File: config.mk
export PLATFORM = sky130hd
export DESIGN_NAME = lidar_frame_deframer_flat
export DESIGN_NICKNAME = d
export VERILOG_FILES = /design/src/hw/rtl/ldf_pkg.sv /design/src/hw/rtl/ldf_if.sv /design/src/hw/rtl/ldf_front.sv /design/src/hw/rtl/ldf_fifo.sv /design/src/hw/rtl/ldf_back.sv /design/src/hw/rtl/lidar_frame_deframer.sv /design/src/flat_wrapper.sv
export SDC_FILE = /design/constraint.sdc
export NUM_CORES = 1
export LEC_CHECK = 0
export ABC_AREA = 1
export BUFFER_PORTS_ARGS = -buffer_cell sky130_fd_sc_hd__buf_2
export CORE_MARGIN = 1
export CORE_UTILIZATION = 50
export DETAILED_ROUTE_END_ITERATION = 16
export HOLD_SLACK_MARGIN = 0.03
export PLACE_DENSITY = 0.72
export SYNTH_ARGS = -nofsm -noshare
export SYNTH_HDL_FRONTEND = slang
export SYNTH_SLANG_ARGS = --single-unit
File: constraint.sdc
create_clock -name clk_i -period 4.54 [get_ports clk_i]
set_input_delay 0 -clock clk_i [delete_from_list [all_inputs] [get_ports clk_i]]
set_output_delay 0 -clock clk_i [all_outputs]
set_load 0.05 [all_outputs]
File: src/hw/rtl/ldf_pkg.sv
// Package of shared types and constants for the link packet deframer.
package ldf_pkg;

  localparam int unsigned POINTS_DEF      = 160;
  localparam int unsigned MAX_PAYLOAD_DEF = 512;
  localparam int unsigned QUEUE_DEPTH_DEF = 4;

  localparam logic [7:0] SYNC_BYTE  = 8'hA5;
  localparam logic [7:0] CMD_PARAMS = 8'h61;
  localparam logic [7:0] CMD_SCAN   = 8'h63;
  localparam logic [7:0] CMD_STOP   = 8'h64;
  localparam logic [15:0] DIST_MASK = 16'h01FF;

  typedef enum logic [2:0] {
    PH_HUNT,
    PH_ADDR,
    PH_CMD,
    PH_LEN_LO,
    PH_LEN_HI,
    PH_PAYLOAD,
    PH_CHECK
  } phase_e;

  typedef enum logic [2:0] {
    K_DIST      = 3'd0,
    K_SCAN_OK   = 3'd1,
    K_START_ACK = 3'd2,
    K_STOP_ACK  = 3'd3,
    K_PARAMS    = 3'd4,
    K_CSUM_BAD  = 3'd5,
    K_OTHER_OK  = 3'd6,
    K_TOO_LONG  = 3'd7
  } kind_e;

  typedef enum logic [1:0] {
    OP_EMIT,
    OP_PARAM_LO,
    OP_PARAM_HI,
    OP_BIAS
  } op_e;

  // One queued operation handed from the parser to the result stage.
  typedef struct packed {
    op_e         op;
    kind_e       kind;
    logic [7:0]  idx;
    logic [8:0]  dist_val;
    logic [7:0]  cmd;
    logic [7:0]  data;
    logic [1:0]  word;
  } op_t;

endpackage

File: src/hw/rtl/ldf_if.sv
// Handshake interfaces for the received byte channel and the result channel.
interface ldf_byte_if;
  logic       valid;
  logic       ready;
  logic [7:0] rx_byte;

  modport source (output valid, output rx_byte, input ready);
  modport sink (input valid, input rx_byte, output ready);
endinterface

interface ldf_res_if;
  logic        valid;
  logic        ready;
  logic [2:0]  kind;
  logic [7:0]  point_index;
  logic [8:0]  distance;
  logic [7:0]  command_code;
  logic [15:0] comp_k0;
  logic [15:0] comp_b0;
  logic [15:0] comp_k1;
  logic [15:0] comp_b1;
  logic [7:0]  bias_raw;
  logic        scanning;
  logic        last;

  modport source (
    output valid, output kind, output point_index, output distance,
    output command_code, output comp_k0, output comp_b0, output comp_k1,
    output comp_b1, output bias_raw, output scanning, output last,
    input ready
  );
  modport sink (
    input valid, input kind, input point_index, input distance,
    input command_code, input comp_k0, input comp_b0, input comp_k1,
    input comp_b1, input bias_raw, input scanning, input last,
    output ready
  );
endinterface

File: src/hw/rtl/ldf_front.sv
// Packet parser: follows the frame byte by byte and queues operations.
module ldf_front import ldf_pkg::*; #(
  parameter int unsigned POINTS      = POINTS_DEF,
  parameter int unsigned MAX_PAYLOAD = MAX_PAYLOAD_DEF
) (
  input  logic        clk_i,
  input  logic        rst_ni,
  ldf_byte_if.sink    rx_i,
  input  logic        q_full_i,
  output logic        push_o,
  output op_t         push_op_o
);

  localparam logic [8:0] PointsW = 9'(POINTS);
  localparam logic [8:0] HalfW   = 9'(POINTS / 2);

  phase_e      phase_q, phase_d;
  logic [2:0]  pre_cnt_q, pre_cnt_d;
  logic [15:0] byte_cnt_q, byte_cnt_d;
  logic [15:0] len_q, len_d;
  logic [7:0]  sum_q, sum_d;
  logic [7:0]  cmd_q, cmd_d;
  logic [7:0]  low_q, low_d;
  logic [7:0]  pc_q, pc_d;

  logic        accept;
  logic [7:0]  b;
  logic [15:0] len_full;
  logic [15:0] off_next;
  logic [8:0]  idx_raw;
  logic [8:0]  idx_wrap;
  logic [15:0] dist_word;

  assign rx_i.ready = !q_full_i;
  assign accept     = rx_i.valid && rx_i.ready;
  assign b          = rx_i.rx_byte;
  assign len_full   = {b, len_q[7:0]};
  assign off_next   = byte_cnt_q + 16'd1;
  assign idx_raw    = {1'b0, pc_q} + HalfW;
  assign idx_wrap   = (idx_raw >= PointsW) ? (idx_raw - PointsW) : idx_raw;
  assign dist_word  = {b, low_q} & DIST_MASK;

  // Next phase.
  always_comb begin
    phase_d = phase_q;
    if (accept) begin
      unique case (phase_q)
        PH_HUNT: begin
          if (b == SYNC_BYTE && pre_cnt_q == 3'd3) phase_d = PH_ADDR;
        end
        PH_ADDR:   phase_d = PH_CMD;
        PH_CMD:    phase_d = PH_LEN_LO;
        PH_LEN_LO: phase_d = PH_LEN_HI;
        PH_LEN_HI: begin
          if (len_full > 16'(MAX_PAYLOAD)) phase_d = PH_HUNT;
          else if (len_full == 16'd0)      phase_d = PH_CHECK;
          else                             phase_d = PH_PAYLOAD;
        end
        PH_PAYLOAD: begin
          if (off_next >= len_q) phase_d = PH_CHECK;
        end
        PH_CHECK: phase_d = PH_HUNT;
        default:  phase_d = PH_HUNT;
      endcase
    end
  end

  // Datapath registers and queued operations.
  always_comb begin
    pre_cnt_d  = pre_cnt_q;
    byte_cnt_d = byte_cnt_q;
    len_d      = len_q;
    sum_d      = sum_q;
    cmd_d      = cmd_q;
    low_d      = low_q;
    pc_d       = pc_q;
    push_o     = 1'b0;
    push_op_o  = '{op: OP_EMIT, kind: K_DIST, idx: 8'd0, dist_val: 9'd0,
                   cmd: cmd_q, data: b, word: byte_cnt_q[2:1]};
    if (accept) begin
      unique case (phase_q)
        PH_HUNT: begin
          if (b == SYNC_BYTE && pre_cnt_q != 3'd3) pre_cnt_d = pre_cnt_q + 3'd1;
          else                                     pre_cnt_d = 3'd0;
        end
        PH_ADDR: sum_d = b;
        PH_CMD: begin
          cmd_d = b;
          sum_d = sum_q + b;
        end
        PH_LEN_LO: begin
          len_d = {8'd0, b};
          sum_d = sum_q + b;
        end
        PH_LEN_HI: begin
          len_d      = len_full;
          sum_d      = sum_q + b;
          byte_cnt_d = 16'd0;
          pc_d       = 8'd0;
          if (len_full > 16'(MAX_PAYLOAD)) begin
            push_o         = 1'b1;
            push_op_o.kind = K_TOO_LONG;
          end
        end
        PH_PAYLOAD: begin
          sum_d      = sum_q + b;
          byte_cnt_d = off_next;
          if (cmd_q == CMD_SCAN && byte_cnt_q >= 16'd2) begin
            if (!byte_cnt_q[0]) begin
              low_d = b;
            end else if (pc_q < 8'(POINTS)) begin
              pc_d               = pc_q + 8'd1;
              push_o             = 1'b1;
              push_op_o.idx      = idx_wrap[7:0];
              push_op_o.dist_val = dist_word[8:0];
            end
          end else if (cmd_q == CMD_PARAMS) begin
            if (byte_cnt_q < 16'd8) begin
              push_o       = 1'b1;
              push_op_o.op = byte_cnt_q[0] ? OP_PARAM_HI : OP_PARAM_LO;
            end else if (byte_cnt_q == 16'd8) begin
              push_o       = 1'b1;
              push_op_o.op = OP_BIAS;
            end
          end
        end
        PH_CHECK: begin
          push_o = 1'b1;
          if (b != sum_q)             push_op_o.kind = K_CSUM_BAD;
          else if (cmd_q == CMD_PARAMS) push_op_o.kind = K_PARAMS;
          else if (cmd_q == CMD_SCAN)
            push_op_o.kind = (len_q == 16'd0) ? K_START_ACK : K_SCAN_OK;
          else if (cmd_q == CMD_STOP) push_op_o.kind = K_STOP_ACK;
          else                        push_op_o.kind = K_OTHER_OK;
        end
        default: pre_cnt_d = 3'd0;
      endcase
    end
  end

  always_ff @(posedge clk_i or negedge rst_ni) begin
    if (!rst_ni) begin
      phase_q    <= PH_HUNT;
      pre_cnt_q  <= 3'd0;
      byte_cnt_q <= 16'd0;
      len_q      <= 16'd0;
      sum_q      <= 8'd0;
      cmd_q      <= 8'd0;
      low_q      <= 8'd0;
      pc_q       <= 8'd0;
    end else begin
      phase_q    <= phase_d;
      pre_cnt_q  <= pre_cnt_d;
      byte_cnt_q <= byte_cnt_d;
      len_q      <= len_d;
      sum_q      <= sum_d;
      cmd_q      <= cmd_d;
      low_q      <= low_d;
      pc_q       <= pc_d;
    end
  end

endmodule

File: src/hw/rtl/ldf_fifo.sv
// Short operation queue between the parser and the result stage.
module ldf_fifo import ldf_pkg::*; #(
  parameter int unsigned DEPTH = QUEUE_DEPTH_DEF
) (
  input  logic clk_i,
  input  logic rst_ni,
  input  logic push_i,
  input  op_t  push_op_i,
  input  logic pop_i,
  output op_t  head_o,
  output logic empty_o,
  output logic full_o
);

  localparam int unsigned PtrW = (DEPTH > 1) ? $clog2(DEPTH) : 1;
  localparam int unsigned CntW = $clog2(DEPTH + 1);
  localparam logic [PtrW-1:0] LastPtr = PtrW'(DEPTH - 1);

  op_t             mem_q [DEPTH];
  logic [PtrW-1:0] wr_ptr_q, rd_ptr_q;
  logic [CntW-1:0] cnt_q;
  logic            do_push, do_pop;

  assign empty_o = (cnt_q == '0);
  assign full_o  = (cnt_q == CntW'(DEPTH));
  assign head_o  = mem_q[rd_ptr_q];
  assign do_push = push_i && !full_o;
  assign do_pop  = pop_i && !empty_o;

  always_ff @(posedge clk_i) begin
    if (do_push) mem_q[wr_ptr_q] <= push_op_i;
  end

  always_ff @(posedge clk_i or negedge rst_ni) begin
    if (!rst_ni) begin
      wr_ptr_q <= '0;
      rd_ptr_q <= '0;
      cnt_q    <= '0;
    end else begin
      if (do_push) wr_ptr_q <= (wr_ptr_q == LastPtr) ? '0 : wr_ptr_q + 1'b1;
      if (do_pop)  rd_ptr_q <= (rd_ptr_q == LastPtr) ? '0 : rd_ptr_q + 1'b1;
      if (do_push && !do_pop)      cnt_q <= cnt_q + 1'b1;
      else if (do_pop && !do_push) cnt_q <= cnt_q - 1'b1;
    end
  end

endmodule

File: src/hw/rtl/ldf_back.sv
// Result stage: applies queued operations and drives the result register.
module ldf_back import ldf_pkg::*; (
  input  logic       clk_i,
  input  logic       rst_ni,
  input  op_t        head_i,
  input  logic       empty_i,
  output logic       pop_o,
  ldf_res_if.source  res_o
);

  logic [15:0] words_q [4];
  logic [7:0]  bias_q;
  logic        scan_q, scan_d;
  logic        out_vld_q;
  logic        emit;
  logic        is_params;

  logic [2:0]  kind_q;
  logic [7:0]  idx_q, cmd_q, bias_out_q;
  logic [8:0]  dist_q;
  logic [15:0] k0_q, b0_q, k1_q, b1_q;
  logic        scanning_q, last_q;

  assign pop_o = !empty_i && (head_i.op != OP_EMIT || !out_vld_q || res_o.ready);
  assign emit  = pop_o && head_i.op == OP_EMIT;
  assign is_params = (head_i.kind == K_PARAMS);

  always_comb begin
    scan_d = scan_q;
    if (emit) begin
      if (head_i.kind == K_START_ACK)     scan_d = 1'b1;
      else if (head_i.kind == K_STOP_ACK) scan_d = 1'b0;
    end
  end

  always_ff @(posedge clk_i or negedge rst_ni) begin
    if (!rst_ni) begin
      words_q   <= '{default: 16'd0};
      bias_q    <= 8'd0;
      scan_q    <= 1'b0;
      out_vld_q <= 1'b0;
    end else begin
      scan_q <= scan_d;
      if (pop_o) begin
        case (head_i.op)
          OP_PARAM_LO: words_q[head_i.word][7:0]  <= head_i.data;
          OP_PARAM_HI: words_q[head_i.word][15:8] <= head_i.data;
          OP_BIAS:     bias_q <= head_i.data;
          default:     ;
        endcase
      end
      if (emit)             out_vld_q <= 1'b1;
      else if (res_o.ready) out_vld_q <= 1'b0;
    end
  end

  always_ff @(posedge clk_i) begin
    if (emit) begin
      kind_q     <= head_i.kind;
      idx_q      <= head_i.idx;
      dist_q     <= head_i.dist_val;
      cmd_q      <= head_i.cmd;
      k0_q       <= is_params ? words_q[0] : 16'd0;
      b0_q       <= is_params ? words_q[1] : 16'd0;
      k1_q       <= is_params ? words_q[2] : 16'd0;
      b1_q       <= is_params ? words_q[3] : 16'd0;
      bias_out_q <= is_params ? bias_q : 8'd0;
      scanning_q <= scan_d;
      last_q     <= (head_i.kind != K_DIST);
    end
  end

  assign res_o.valid        = out_vld_q;
  assign res_o.kind         = kind_q;
  assign res_o.point_index  = idx_q;
  assign res_o.distance     = dist_q;
  assign res_o.command_code = cmd_q;
  assign res_o.comp_k0      = k0_q;
  assign res_o.comp_b0      = b0_q;
  assign res_o.comp_k1      = k1_q;
  assign res_o.comp_b1      = b1_q;
  assign res_o.bias_raw     = bias_out_q;
  assign res_o.scanning     = scanning_q;
  assign res_o.last         = last_q;

endmodule

File: src/hw/rtl/lidar_frame_deframer.sv
// Top level of the link packet deframer: parser, operation queue, result stage.
//
// The deframer takes one received link byte per word on rx_i and accepts a new
// word in every clock cycle while its internal operation queue has room; the
// queue is QUEUE_DEPTH entries deep and only fills when the result channel
// res_o is held off, so with a free-flowing sink the rate is one byte per
// cycle. The parser hunts for four 0xA5 bytes, then reads address, command
// and a little-endian length, and keeps an 8-bit sum from the address byte up
// to the last payload byte. Scan packets give provisional distance words as
// their point pairs arrive (the first two payload bytes are skipped and only
// the first POINTS pairs count); each packet ends in one verdict word with
// last set, telling whether the checksum matched and, for start and stop
// acknowledgements, updating the scanning flag. A length above MAX_PAYLOAD
// is reported at once and hunting restarts. A result word is held first in
// the queue and then in the output register before it shows on res_o.
module lidar_frame_deframer import ldf_pkg::*; #(
  parameter int unsigned POINTS      = POINTS_DEF,
  parameter int unsigned MAX_PAYLOAD = MAX_PAYLOAD_DEF,
  parameter int unsigned QUEUE_DEPTH = QUEUE_DEPTH_DEF
) (
  input  logic       clk_i,
  input  logic       rst_ni,
  ldf_byte_if.sink   rx_i,
  ldf_res_if.source  res_o
);

  // Parser to queue.
  logic push;
  op_t  push_op;
  logic q_full;

  // Queue to result stage.
  op_t  head;
  logic q_empty;
  logic pop;

  ldf_front #(
    .POINTS      (POINTS),
    .MAX_PAYLOAD (MAX_PAYLOAD)
  ) u_front (
    .clk_i     (clk_i),
    .rst_ni    (rst_ni),
    .rx_i      (rx_i),
    .q_full_i  (q_full),
    .push_o    (push),
    .push_op_o (push_op)
  );

  // Parameter writes pass through the queue too, so they stay in order with
  // the verdict that reports them.
  ldf_fifo #(
    .DEPTH (QUEUE_DEPTH)
  ) u_fifo (
    .clk_i     (clk_i),
    .rst_ni    (rst_ni),
    .push_i    (push),
    .push_op_i (push_op),
    .pop_i     (pop),
    .head_o    (head),
    .empty_o   (q_empty),
    .full_o    (q_full)
  );

  ldf_back u_back (
    .clk_i   (clk_i),
    .rst_ni  (rst_ni),
    .head_i  (head),
    .empty_i (q_empty),
    .pop_o   (pop),
    .res_o   (res_o)
  );

endmodule
File: src/flat_wrapper.sv
// flat-port wrapper written by rule: the top's interface ports become plain ports
module lidar_frame_deframer_flat import ldf_pkg::*;
#(
  parameter int unsigned POINTS      = POINTS_DEF,
  parameter int unsigned MAX_PAYLOAD = MAX_PAYLOAD_DEF,
  parameter int unsigned QUEUE_DEPTH = QUEUE_DEPTH_DEF
)
  (clk_i, rst_ni, rx_i_valid, rx_i_rx_byte, rx_i_ready, res_o_valid, res_o_kind, res_o_point_index, res_o_distance, res_o_command_code, res_o_comp_k0, res_o_comp_b0, res_o_comp_k1, res_o_comp_b1, res_o_bias_raw, res_o_scanning, res_o_last, res_o_ready);
  ldf_byte_if rx_i_i ();
  ldf_res_if res_o_i ();
  input  logic clk_i;
  input  logic rst_ni;
  input wire logic [$bits(rx_i_i.valid)-1:0] rx_i_valid;
  input wire logic [$bits(rx_i_i.rx_byte)-1:0] rx_i_rx_byte;
  output wire logic [$bits(rx_i_i.ready)-1:0] rx_i_ready;
  output wire logic [$bits(res_o_i.valid)-1:0] res_o_valid;
  output wire logic [$bits(res_o_i.kind)-1:0] res_o_kind;
  output wire logic [$bits(res_o_i.point_index)-1:0] res_o_point_index;
  output wire logic [$bits(res_o_i.distance)-1:0] res_o_distance;
  output wire logic [$bits(res_o_i.command_code)-1:0] res_o_command_code;
  output wire logic [$bits(res_o_i.comp_k0)-1:0] res_o_comp_k0;
  output wire logic [$bits(res_o_i.comp_b0)-1:0] res_o_comp_b0;
  output wire logic [$bits(res_o_i.comp_k1)-1:0] res_o_comp_k1;
  output wire logic [$bits(res_o_i.comp_b1)-1:0] res_o_comp_b1;
  output wire logic [$bits(res_o_i.bias_raw)-1:0] res_o_bias_raw;
  output wire logic [$bits(res_o_i.scanning)-1:0] res_o_scanning;
  output wire logic [$bits(res_o_i.last)-1:0] res_o_last;
  input wire logic [$bits(res_o_i.ready)-1:0] res_o_ready;
  assign rx_i_i.valid = rx_i_valid;
  assign rx_i_i.rx_byte = rx_i_rx_byte;
  assign rx_i_ready = rx_i_i.ready;
  assign res_o_valid = res_o_i.valid;
  assign res_o_kind = res_o_i.kind;
  assign res_o_point_index = res_o_i.point_index;
  assign res_o_distance = res_o_i.distance;
  assign res_o_command_code = res_o_i.command_code;
  assign res_o_comp_k0 = res_o_i.comp_k0;
  assign res_o_comp_b0 = res_o_i.comp_b0;
  assign res_o_comp_k1 = res_o_i.comp_k1;
  assign res_o_comp_b1 = res_o_i.comp_b1;
  assign res_o_bias_raw = res_o_i.bias_raw;
  assign res_o_scanning = res_o_i.scanning;
  assign res_o_last = res_o_i.last;
  assign res_o_i.ready = res_o_ready;
  lidar_frame_deframer #(.POINTS(POINTS), .MAX_PAYLOAD(MAX_PAYLOAD), .QUEUE_DEPTH(QUEUE_DEPTH)) u_core (.clk_i(clk_i), .rst_ni(rst_ni), .rx_i(rx_i_i), .res_o(res_o_i));
endmodule
Word-level counts from Yosys, hierarchy flattened
Memories as Yosys holds them, arrays and structs flattened.
Cells that the tools add are included.
Storage, ports and cells
  register bits: 253
  bits in writable memories: 160
  input bits: 12
  output and inout port bits: 104
  memories kept: 1
Operators by class
  add/subtract/negate cells: 10
  $lt $le $gt $ge: 8
  equal/unequal tests: 28
  muxes and demuxes: 60
  bitwise logic cells: 4
  reductions and logical operators: 44
Memory list
  u_core.u_fifo.mem_q: words 4, bits a word 40, read ports 1, clocked after memory_dff 0, write ports 1, line ldf_fifo.sv:19  | op_t mem_q [DEPTH];
Operators by type and width (count)
  bitwise mux 64 bit: 2
  case mux 64 bit (2 select lines): 1
  2-to-1 mux 17 bit: 4
  demux 16 bit (select 2 bit): 2
  case mux 16 bit (2 select lines): 2
  2-to-1 mux 8 bit: 5
  2-to-1 mux 3 bit: 11
  logical NOT 16 bit: 2
  case mux 8 bit (2 select lines): 2
  equality test 8 x 7 -> 1 bit (second input constant): 3
  2-to-1 mux 22 bit: 1
  2-to-1 mux 2 bit: 10
  case mux 3 bit (6 select lines): 1
  adder 16 x 1 -> 16 bit (second input constant): 1
  equality test 16 x 4 -> 1 bit (second input constant): 1
  greater-or-equal comparator 16 bit: 1
  greater-or-equal comparator 16 x 2 -> 1 bit (second input constant): 1
  greater-than comparator 16 x 10 -> 1 bit (second input constant): 1
  < comparator 16 x 4 -> 1 bit (second input constant): 1
  2-to-1 mux 16 bit: 1
  equality test 3 x 2 -> 1 bit (second input constant): 5
  equality test 3 bit (second input constant): 5
  2-to-1 mux 1 bit: 15
  AND reduction 2 bit: 7
  other kinds (34): 69

Logic depth before layout (Yosys ltp)
Gate-level depths: netlist of the first run.
  depth after elaboration: 12
  mapped depth: 17
  gate-level depth less buffers: 17

Modules after synthesis
From an unflattened synthesis of the first run, not the netlist that was laid out.
Unflattened totals
  cell total of the unflattened synthesis: 1845
  area total of the unflattened synthesis: 19277.2 µm²
By module, submodules not included
  ldf_back: times used 1, cells each 626, area an instance 7218.2 µm², sequential area each 4914.7 µm²
  ldf_fifo: times used 1, cells each 528, area an instance 7103.1 µm², sequential area each 4979.8 µm²
  ldf_front: times used 1, cells each 691, area an instance 4956.0 µm², sequential area each 1751.7 µm²

Worst setup path before layout of the first run
OpenSTA, ideal clock, no wires.
  kind: register to register
  start point: register u_core.u_fifo.rd_ptr_q[1]
  end point: register u_core.u_back.scanning_q (netlist: u_core.u_back.res_o.scanning) (data pin)
  library setup time: 260 ps
  arrival time: 4266 ps
  data required time: 4280 ps
  setup slack: 14 ps
  cell stages (with the launch flop): 16
  buffers on the path: 2
  clock period less this slack: 4526 ps
  cells stage by stage: dfrtp_1 -> inv_2 -> buf_2 -> clkbuf_1 -> a21oi_1 -> a32oi_1 -> inv_1 -> ha_1 -> nand2_1 -> nand2_2 -> inv_2 -> nand2_1 -> inv_1 -> nand3_1 -> o21ai_0 -> inv_1
Between the ends
  word-level cells in the longest chain between the ends: 7
RTL lines
  from (decl): line ldf_fifo.sv:20  | logic [PtrW-1:0] wr_ptr_q, rd_ptr_q;
  from (signal assigned): line ldf_fifo.sv:41  | if (do_pop) rd_ptr_q <= (rd_ptr_q == LastPtr) ? '0 : rd_ptr_q + 1'b1;
  memory (4 x 40 bit) *
  nonzero test 2 bit: line ldf_back.sv:24  | assign pop_o = !empty_i && (head_i.op != OP_EMIT || !out_vld_q || res_o.ready);
  logical OR 1 bit (2 in a row): line ldf_back.sv:24
  logical AND 1 bit: line ldf_back.sv:24
  logical AND 1 bit *: line ldf_back.sv:25  | assign emit = pop_o && head_i.op == OP_EMIT;
  net u_core.u_back.emit: line ldf_back.sv:15  | logic emit;
  2-to-1 mux 1 bit *: line ldf_back.sv:30  | if (emit) begin
  net u_core.u_back.scan_d: line ldf_back.sv:13  | logic scan_q, scan_d;
  to (signal assigned): line ldf_back.sv:68  | scanning_q <= scan_d;
  to (decl): line ldf_back.sv:22  | logic scanning_q, last_q;
The timed path passes the listed nets; every way through them passes the cells marked *.
A chain may end at the register's enable or synchronous reset.

Final worst setup path of the first run
  start point: register u_core.u_fifo.rd_ptr_q[0]
  end point: register u_core.u_back.k0_q[14] (netlist: u_core.u_back.res_o.comp_k0[14]), enable pin
Between the ends
  word-level cells in the longest chain between the ends: 6
RTL lines
  memory (4 x 40 bit) *
  nonzero test 2 bit: line ldf_back.sv:24
  logical OR 1 bit (2 in a row): line ldf_back.sv:24
  logical AND 1 bit: line ldf_back.sv:24
  logical AND 1 bit *: line ldf_back.sv:25
  net u_core.u_back.emit: line ldf_back.sv:15
  to (signal assigned): line ldf_back.sv:63  | k0_q <= is_params ? words_q[0] : 16'd0;
  to (decl): line ldf_back.sv:21  | logic [15:0] k0_q, b0_q, k1_q, b1_q;
Marks and branches as above.

==> results.py, run 1 <==
metrics = {
    "global_route": {
        "grt_util_met2": 0.347,
        "use_met3": 0.0267,
        "grt-ovfl-total": 0,
        "grt_pass1_vias": 11400,
        "use_met1": 0.272,
        "grt_first_pass_wirelength_mm": 58.7,
        "grt_max_degree": 84,
        "busiest_layer": "met2",
        "antenna_found_initial": 0,
        "grtUsageTotal": 0.204,
    },
    "pwr": {
        "power_leakage_uw": 0.00829,
        "swShare": 0.195,
        "internal_power_uw": 6080,
        "seqPwrFrac": 0.526,
        "power_frac_clock": 0.462,
        "vdd_drop_max_v": 0.000270,
        "pwr-share-comb": 0.012,
        "switching_power_uw": 1470,
        "power_density_nw_per_um2": 371,
    },
    "synth": {
        "synth_area_sq_um": 17800,
        "ys_seq_area_frac": 0.654,
        "synth_edf_count": 262,
        "syn_inst": 1630,
        "muxShareOfSynthArea": 0.000562,
        "synth-main-ff-cell": "edfxtp_1",
        "yosys.area_share.simple": 0.142,
        "yosys_warnings": 0,
        "yosys.cell_types.count": 47,
        "yosysMostFrequentCell": "nand2_1",
        "synth_compound_area_frac": 0.0978,
        "async_flop_share": 0.366,
        "ys_ff_latch": 413,
        "avgSynthCellArea_sq_um": 10.9,
        "yosys.area.top_type": "edfxtp_1",
        "synth_top_area_frac": 0.442,
        "synth.net_count": 1685,
        "synth_top_family_by_area": "simple AND/OR/NAND/NOR gates",
        "synth_commonest_cells": "263 x nand2_1, 262 x edfxtp_1, 207 x nor2_1",
        "netlist_top_cells_area": "edfxtp_1 44%, dfrtp_1 21%, nand2_1 5.5%, nor2_1 4.4%, inv_1 4.2%",
        "synth_xor_area_frac": 0.0103,
        "synth_fa_ha_area_frac": 0.0311,
    },
    "sta": {
        "fin_crit_ps": 3240,
        "rsz0062_at_grt": "no",
        "setup_slack_ps": 1300,
        "finalMaxSlewViolations": 0,
        "final-hold-violation-count": 0,
        "finalCritPeriodShare": 0.715,
        "setup-violations-final": 0,
        "worstMarginPinSlew_ps": 960,
        "fmax_mhz": 308,
        "fin_setup_tns_ps": 0,
        "slew_headroom": 0.358,
        "fin_skew_ps": 21.8,
    },
    "min_path": {
        "hold_class": "in -> reg",
    },
    "critical_path": {
        "crit_end": "u_core.u_back.res_o.comp_k0[14]$_SDFFCE_PP0P_",
        "startpoint": "u_core.u_fifo.rd_ptr_q[0]$_DFFE_PN0P_",
        "crit_arrival_ps": 3440,
        "critPathKind": "reg -> reg",
        "path_depth": 11,
        "regToRegEndpoint": "u_core.u_back.res_o.comp_k0[14]$_SDFFCE_PP0P_",
        "worst_path_most_repeated_cell": "nand2_1",
        "cp_slowest_cell": "buf_4",
        "path_buf_inv": 5,
        "crit_path_start_kind": "flip-flop",
        "reg2reg_from": "u_core.u_fifo.rd_ptr_q[0]$_DFFE_PN0P_",
        "crit_fanout": 83,
        "critPathTopFamily": "buffers and inverters",
        "end_kind": "flip-flop",
        "ff2ff_setup_slack_ps": 1300,
        "r2r_cells": 11,
        "path_cells": "buf_4 -> a21oi_1 -> a32oi_1 -> inv_1 -> ha_1 -> nand2_1 -> nand2_2 -> inv_2 -> nand2_1 -> inv_4 -> buf_12",
        "cp_slowest_stage_delay_ps": 640,
        "required_ps": 4740,
    },
    "detailed_routing": {
        "drt-initial-drc-count": 1031,
        "ant_nets": 0,
        "routedWlPerCell_um": 16.2,
        "wl_mm": 36.6,
        "num_vias": 11900,
        "drc": 0,
        "post_drt_via_cell_ratio": 5.26,
        "first_pass_iters": 6,
    },
    "final_layout": {
        "area_delta_synth_final_pct": 14.5,
        "nets": 1824,
        "drive_gt1_frac": 0.163,
        "n_antenna_cell": 0,
        "num-fill-cells": 2802,
    },
    "clock_tree": {
        "cts_sinks": 413,
        "clk_pin_slew_ps": 60,
        "cts_tree": "yes",
        "post_cts_buffers": 0,
        "cts-htree-levels": 2,
        "insertion_delay_ps": 550,
        "cts_root_buf": "clkbuf_16",
        "cts_buffer_depth": 3,
        "cts_made_buffers": 42,
    },
    "floorplan": {
        "dieHeight_um": 191,
        "coreArea_sq_um": 34800,
        "die_x_um": 191,
        "start_util": 0.512,
        "io_pins": 116,
        "num_rows": 68,
        "dieArea_sq_um": 36400,
    },
    "run": {
        "maxCapViolations": 0,
    },
    "place": {
        "io_buffers": 115,
        "place.gp.congestion": 0.852,
        "pre_cts_ws_ps": 1280,
        "hpwl_mm": 24.3,
    },
    "outcome": {
        "status": "complete, no violations",
    },
}
==> flip-flops by register name, summed over array words and instances (netlist names), 2 cells and up <==
register / flops
u_core.u_back.bias_q: 8
u_core.u_back.res_o.bias_raw: 8
u_core.u_back.res_o.command_code: 8
u_core.u_back.res_o.comp_b0: 16
u_core.u_back.res_o.comp_b1: 16
u_core.u_back.res_o.comp_k0: 16
u_core.u_back.res_o.comp_k1: 16
u_core.u_back.res_o.distance: 9
u_core.u_back.res_o.kind: 3
u_core.u_back.res_o.point_index: 8
u_core.u_back.words_q: 64
u_core.u_fifo.cnt_q: 3
u_core.u_fifo.mem_q: 160
u_core.u_fifo.rd_ptr_q: 2
u_core.u_fifo.wr_ptr_q: 2
u_core.u_front.byte_cnt_q: 16
u_core.u_front.cmd_q: 8
u_core.u_front.len_q: 16
u_core.u_front.low_q: 8
u_core.u_front.pc_q: 8
u_core.u_front.phase_q: 3
u_core.u_front.pre_cnt_q: 3
u_core.u_front.sum_q: 8
==> cell type report <==
| cell class | instances | area, sq um | share of cell area |
|---|---|---|---|
| Multi-Input combinational cell | 947 | 5040 | 0.247 |
| Clock inverter | 20 | 258 | 0.0126 |
| Inverter | 220 | 837 | 0.0411 |
| Sequential cell | 413 | 11600 | 0.571 |
| Clock buffer | 58 | 1160 | 0.0570 |
| Timing Repair Buffer | 145 | 875 | 0.0429 |
| Tap cell | 455 | 569 | 0.0279 |
==> through the flow <==
step / hold WS, ps / cells / utilization / power [uW] / cell area [sq um]
floorplan: -296 / 1630 / - / 4070 / 17800
global placement: -39.4 / 2165 / 0.540 / 4130 / 18800
detailed placement: -37.1 / 2165 / 0.540 / 4130 / 18800
CTS: 240 / 2258 / 0.586 / 7620 / 20400
global route: 258 / 2258 / 0.586 / 7760 / 20400
finish: 257 / 2258 / 0.586 / 7550 / 20400
==> metal layers <==
layer,share of wire,vias up
met1,0.44,5712
met5,0,-
li1,-,5762
met3,0.049,62
met2,0.49,335
met4,0.026,0
==> cells by family (layout without fill, tap and decap cells) <==
logic type                 count (synthesis)  in the layout
muxes                                      1              1
AOI/OAI and AO/OA                        296            296
DFF                                      413            413
buffers and inverters                    270            443
adders and majority gates                 43             43
xor gates and xnor gates                  21             21
and+or+nand+nor                          586            586
==> how the worst min path moves through the flow <==
stage	depth (start not counted)	slack (ps)	from	to
2_1_floorplan	0	-300	rst_ni	u_core.u_back.bias_q[0]$_DFFE_PN0P_
3_3_place_gp	1	-40	rst_ni	u_core.u_front.len_q[3]$_DFFE_PN0P_
3_5_place_dp	1	-40	rst_ni	u_core.u_front.len_q[3]$_DFFE_PN0P_
4_1_cts	3	240	res_o_ready	u_core.u_back.res_o.valid$_DFFE_PN0P_
5_1_grt	3	260	res_o_ready	u_core.u_back.res_o.valid$_DFFE_PN0P_
6_report	3	260	res_o_ready	u_core.u_back.res_o.valid$_DFFE_PN0P_
==> what timing repair did <==
item,4_1_cts,5_1_grt
hold endpoints to repair,147,0
resized for setup,0,0
hold buffers,15,0
==> power by group through the flow <==
stage	logic [uW]	registers, uW	clock network, uW
after floorplan	22.1	4050	0
after global placement	79.5	4050	0
after detailed placement	80.9	4050	0
after CTS	92.7	3970	3560
after global routing	101	3970	3690
final	91.0	3970	3490
==> layout by cell type (no fill, tap or decap), types with 3 or more instances in the layout <==
| cell type | netlist | layout |
|---|---|---|
| buf_2 | 9 | 114 |
| a21oi_1 | 43 | 43 |
| nor3_2 | 3 | 3 |
| a32oi_2 | 4 | 4 |
| inv_2 | 20 | 20 |
| edfxtp_1 | 262 | 262 |
| nor2_4 | 7 | 11 |
| clkinv_4 | 1 | 4 |
| nand3_2 | 6 | 6 |
| dlygate4sd3_1 | 0 | 14 |
| clkbuf_8 | 0 | 3 |
| clkinv_1 | 0 | 3 |
| nand3_1 | 44 | 44 |
| o21ai_1 | 42 | 42 |
| o21ai_2 | 28 | 28 |
| nand2_1 | 263 | 263 |
| clkbuf_1 | 19 | 12 |
| nor2_2 | 5 | 5 |
| inv_1 | 197 | 196 |
| xor2_1 | 19 | 19 |
| ha_1 | 41 | 41 |
| a32oi_1 | 8 | 8 |
| clkinv_2 | 1 | 7 |
| buf_4 | 14 | 14 |
| dfrtp_1 | 151 | 150 |
| o21ai_0 | 118 | 118 |
| nor2_1 | 207 | 203 |
| bufinv_16 | 0 | 5 |
| o22ai_1 | 43 | 43 |
| nand2_2 | 12 | 12 |
| nand4_1 | 17 | 17 |
| clkbuf_16 | 0 | 43 |
| nor3_1 | 12 | 12 |
==> worst min-delay path: stages <==
cell	delay (ps)
dlygate4sd3_1	520
buf_2	150
o21ai_0	80
No activity file was read; power rests on OpenSTA's default activity.
==> inputs of run 2 (changes only) <==
==> constraint.sdc (replaced) <==
create_clock -name clk_i -period 2.73 [get_ports clk_i]
set_input_delay 0 -clock clk_i [delete_from_list [all_inputs] [get_ports clk_i]]
set_output_delay 0 -clock clk_i [all_outputs]
set_load 0.05 [all_outputs]
==> results.py, run 2 (synthesis gave the netlist of run 1 again) <==
metrics = {
    "outcome": {
        "status": "complete, no violations",
    },
    "critical_path": {
        "path_depth": 15,
        "critPathTopFamily": "simple AND/OR/NAND/NOR gates",
        "crit_fanout": 4,
        "crit_arrival_ps": 3110,
        "reg2reg_from": "u_core.u_front.byte_cnt_q[0]$_DFFE_PN0P_",
        "startpoint": "u_core.u_front.byte_cnt_q[0]$_DFFE_PN0P_",
        "r2r_cells": 15,
        "regToRegEndpoint": "u_core.u_front.phase_q[2]$_DFFE_PN0P_",
        "crit_end": "u_core.u_front.phase_q[2]$_DFFE_PN0P_",
        "path_cells": "ha_2 -> nand3_2 -> nor2_4 -> nand3_4 -> nor2_4 -> or2_1 -> inv_1 -> ha_4 -> nand4_1 -> nor3_4 -> nand3_1 -> nand4_1 -> nand2_2 -> nand2_1 -> nand2_1",
        "critPathKind": "reg -> reg",
        "cp_slowest_cell": "dfrtp_1",
        "path_buf_inv": 1,
        "crit_path_start_kind": "flip-flop",
        "end_kind": "flip-flop",
        "cp_slowest_stage_delay_ps": 410,
        "required_ps": 3160,
        "ff2ff_setup_slack_ps": 50,
    },
    "place": {
        "io_buffers": 115,
        "place.gp.congestion": 0.840,
        "pre_cts_ws_ps": -96.4,
        "hpwl_mm": 24.5,
    },
    "floorplan": {
        "dieArea_sq_um": 36400,
        "dieHeight_um": 191,
        "num_rows": 68,
        "coreArea_sq_um": 34800,
        "start_util": 0.512,
        "io_pins": 116,
        "die_x_um": 191,
    },
    "final_layout": {
        "top_regs": "u_core.u_fifo.mem_q: 160 flops, u_core.u_back.words_q: 64 flops",
        "drive_gt1_frac": 0.196,
        "nets": 1864,
        "area_delta_synth_final_pct": 17.4,
        "multiInputGateArea_sq_um": 5240,
        "top_register": "u_core.u_fifo.mem_q",
        "num-fill-cells": 2698,
        "largest_reg_flops": 160,
        "mostFrequentLayoutCells": "262 x edfxtp_1, 259 x nand2_1, 199 x nor2_1",
        "ff_latch_area_sq_um": 11600,
        "final_common_cell": "edfxtp_1",
        "n_antenna_cell": 0,
    },
    "global_route": {
        "grt-ovfl-total": 0,
        "grt_max_degree": 70,
        "use_met3": 0.0285,
        "grt_util_met2": 0.347,
        "grt_pass1_vias": 11600,
        "grt_first_pass_wirelength_mm": 60.4,
        "use_met1": 0.283,
        "busiest_layer": "met2",
        "antenna_found_initial": 0,
        "grtUsageTotal": 0.210,
    },
    "min_path": {
        "hold_class": "in -> async",
    },
    "sta": {
        "fin_crit_ps": 2680,
        "fmax_mhz": 374,
        "setup_slack_ps": 52.7,
        "final-hold-violation-count": 0,
        "whs_ps": 63.1,
        "finalMaxSlewViolations": 0,
        "worstMarginPinSlew_ps": 705,
        "rsz0062_at_grt": "yes",
        "setup-violations-final": 0,
        "fin_skew_ps": 15.4,
        "slew_headroom": 0.530,
        "finalCritPeriodShare": 0.981,
    },
    "detailed_routing": {
        "post_drt_via_cell_ratio": 5.27,
        "ant_nets": 0,
        "num_vias": 12100,
        "wl_mm": 37.7,
        "first_pass_iters": 5,
        "drt-initial-drc-count": 945,
        "routedWlPerCell_um": 16.4,
        "drc": 0,
    },
    "clock_tree": {
        "cts_sinks": 413,
        "clk_pin_slew_ps": 60,
        "cts-htree-levels": 2,
        "insertion_delay_ps": 540,
        "cts_tree": "yes",
        "cts_buffer_depth": 3,
        "cts_made_buffers": 42,
        "cts_root_buf": "clkbuf_16",
    },
    "pwr": {
        "power_leakage_uw": 0.00846,
        "power_density_nw_per_um2": 594,
        "vdd_drop_max_v": 0.000393,
    },
    "run": {
        "maxCapViolations": 0,
    },
}
run 2: cell count changes in the layout (fill, tap and decap cells not counted), sizes merged:
| cell | previous run | this run |
|---|---|---|
| inv | 218 | 219 |
| clkinv | 16 | 11 |
| clkbuf | 58 | 62 |
| dlygate4sd3 | 14 | 15 |
| bufinv | 5 | 3 |
| clkinvlp | 1 | 2 |
| buf | 131 | 170 |
run 2: final cells by class:
cell class                 instances  area share
inverter                         220      0.0401
clock inverter                    15     0.00778
clock buffer                      62      0.0577
timing repair buffer             185      0.0597
sequential                       413       0.557
tap                              455      0.0272
multi-input combinational        947       0.250
run 2: power by group:
part / total [uW] / internal (uW) / switching (uW)
Sequential: 6600 / 6600 / 0.0539
Combinational: 155 / 39.0 / 115
Clock: 5660 / 3360 / 2300
Total: 12400 / 10000 / 2420
run 2: worst min-delay path by stage:
stage / startpoint / endpoint / slack [ps] / depth (start not counted)
6_report: rst_ni / u_core.u_front.sum_q[4]$_DFFE_PN0P_ / 60 / 2
5_1_grt: rst_ni / u_core.u_front.sum_q[4]$_DFFE_PN0P_ / 110 / 2
4_1_cts: rst_ni / u_core.u_front.sum_q[4]$_DFFE_PN0P_ / 70 / 2
3_5_place_dp: rst_ni / u_core.u_front.sum_q[4]$_DFFE_PN0P_ / 80 / 1
3_3_place_gp: rst_ni / u_core.u_front.sum_q[4]$_DFFE_PN0P_ / 80 / 1
2_1_floorplan: rst_ni / u_core.u_back.bias_q[0]$_DFFE_PN0P_ / -300 / 0
run 2: timing repair:
item	CTS	global route
setup buffers	0	14
cloned	0	0
hold endpoints to repair	166	0
setup endpoints to repair	3	7
resized for setup	3	34
hold buffers	15	0
pin swaps	0	23
run 2: metrics by stage:
step	total power, uW	cells	cell area, sq um	utilization	TNS (ps)
5_1_grt	12800	2297	20900	0.601	-432
3_5_place_dp	6870	2191	19100	0.549	-283
3_3_place_gp	6870	2191	19100	0.549	0
4_1_cts	12500	2283	20600	0.593	0
2_1_floorplan	6770	1630	17900	-	-70420
6_report	12400	2297	20900	0.601	0
run 2: routing by layer:
metal	vias up	wire length, um	part of all wire
met2	327	18200	0.48
met4	0	1180	0.031
li1	5843	-	-
met3	83	1830	0.049
met1	5862	16500	0.44
met5	-	0	0
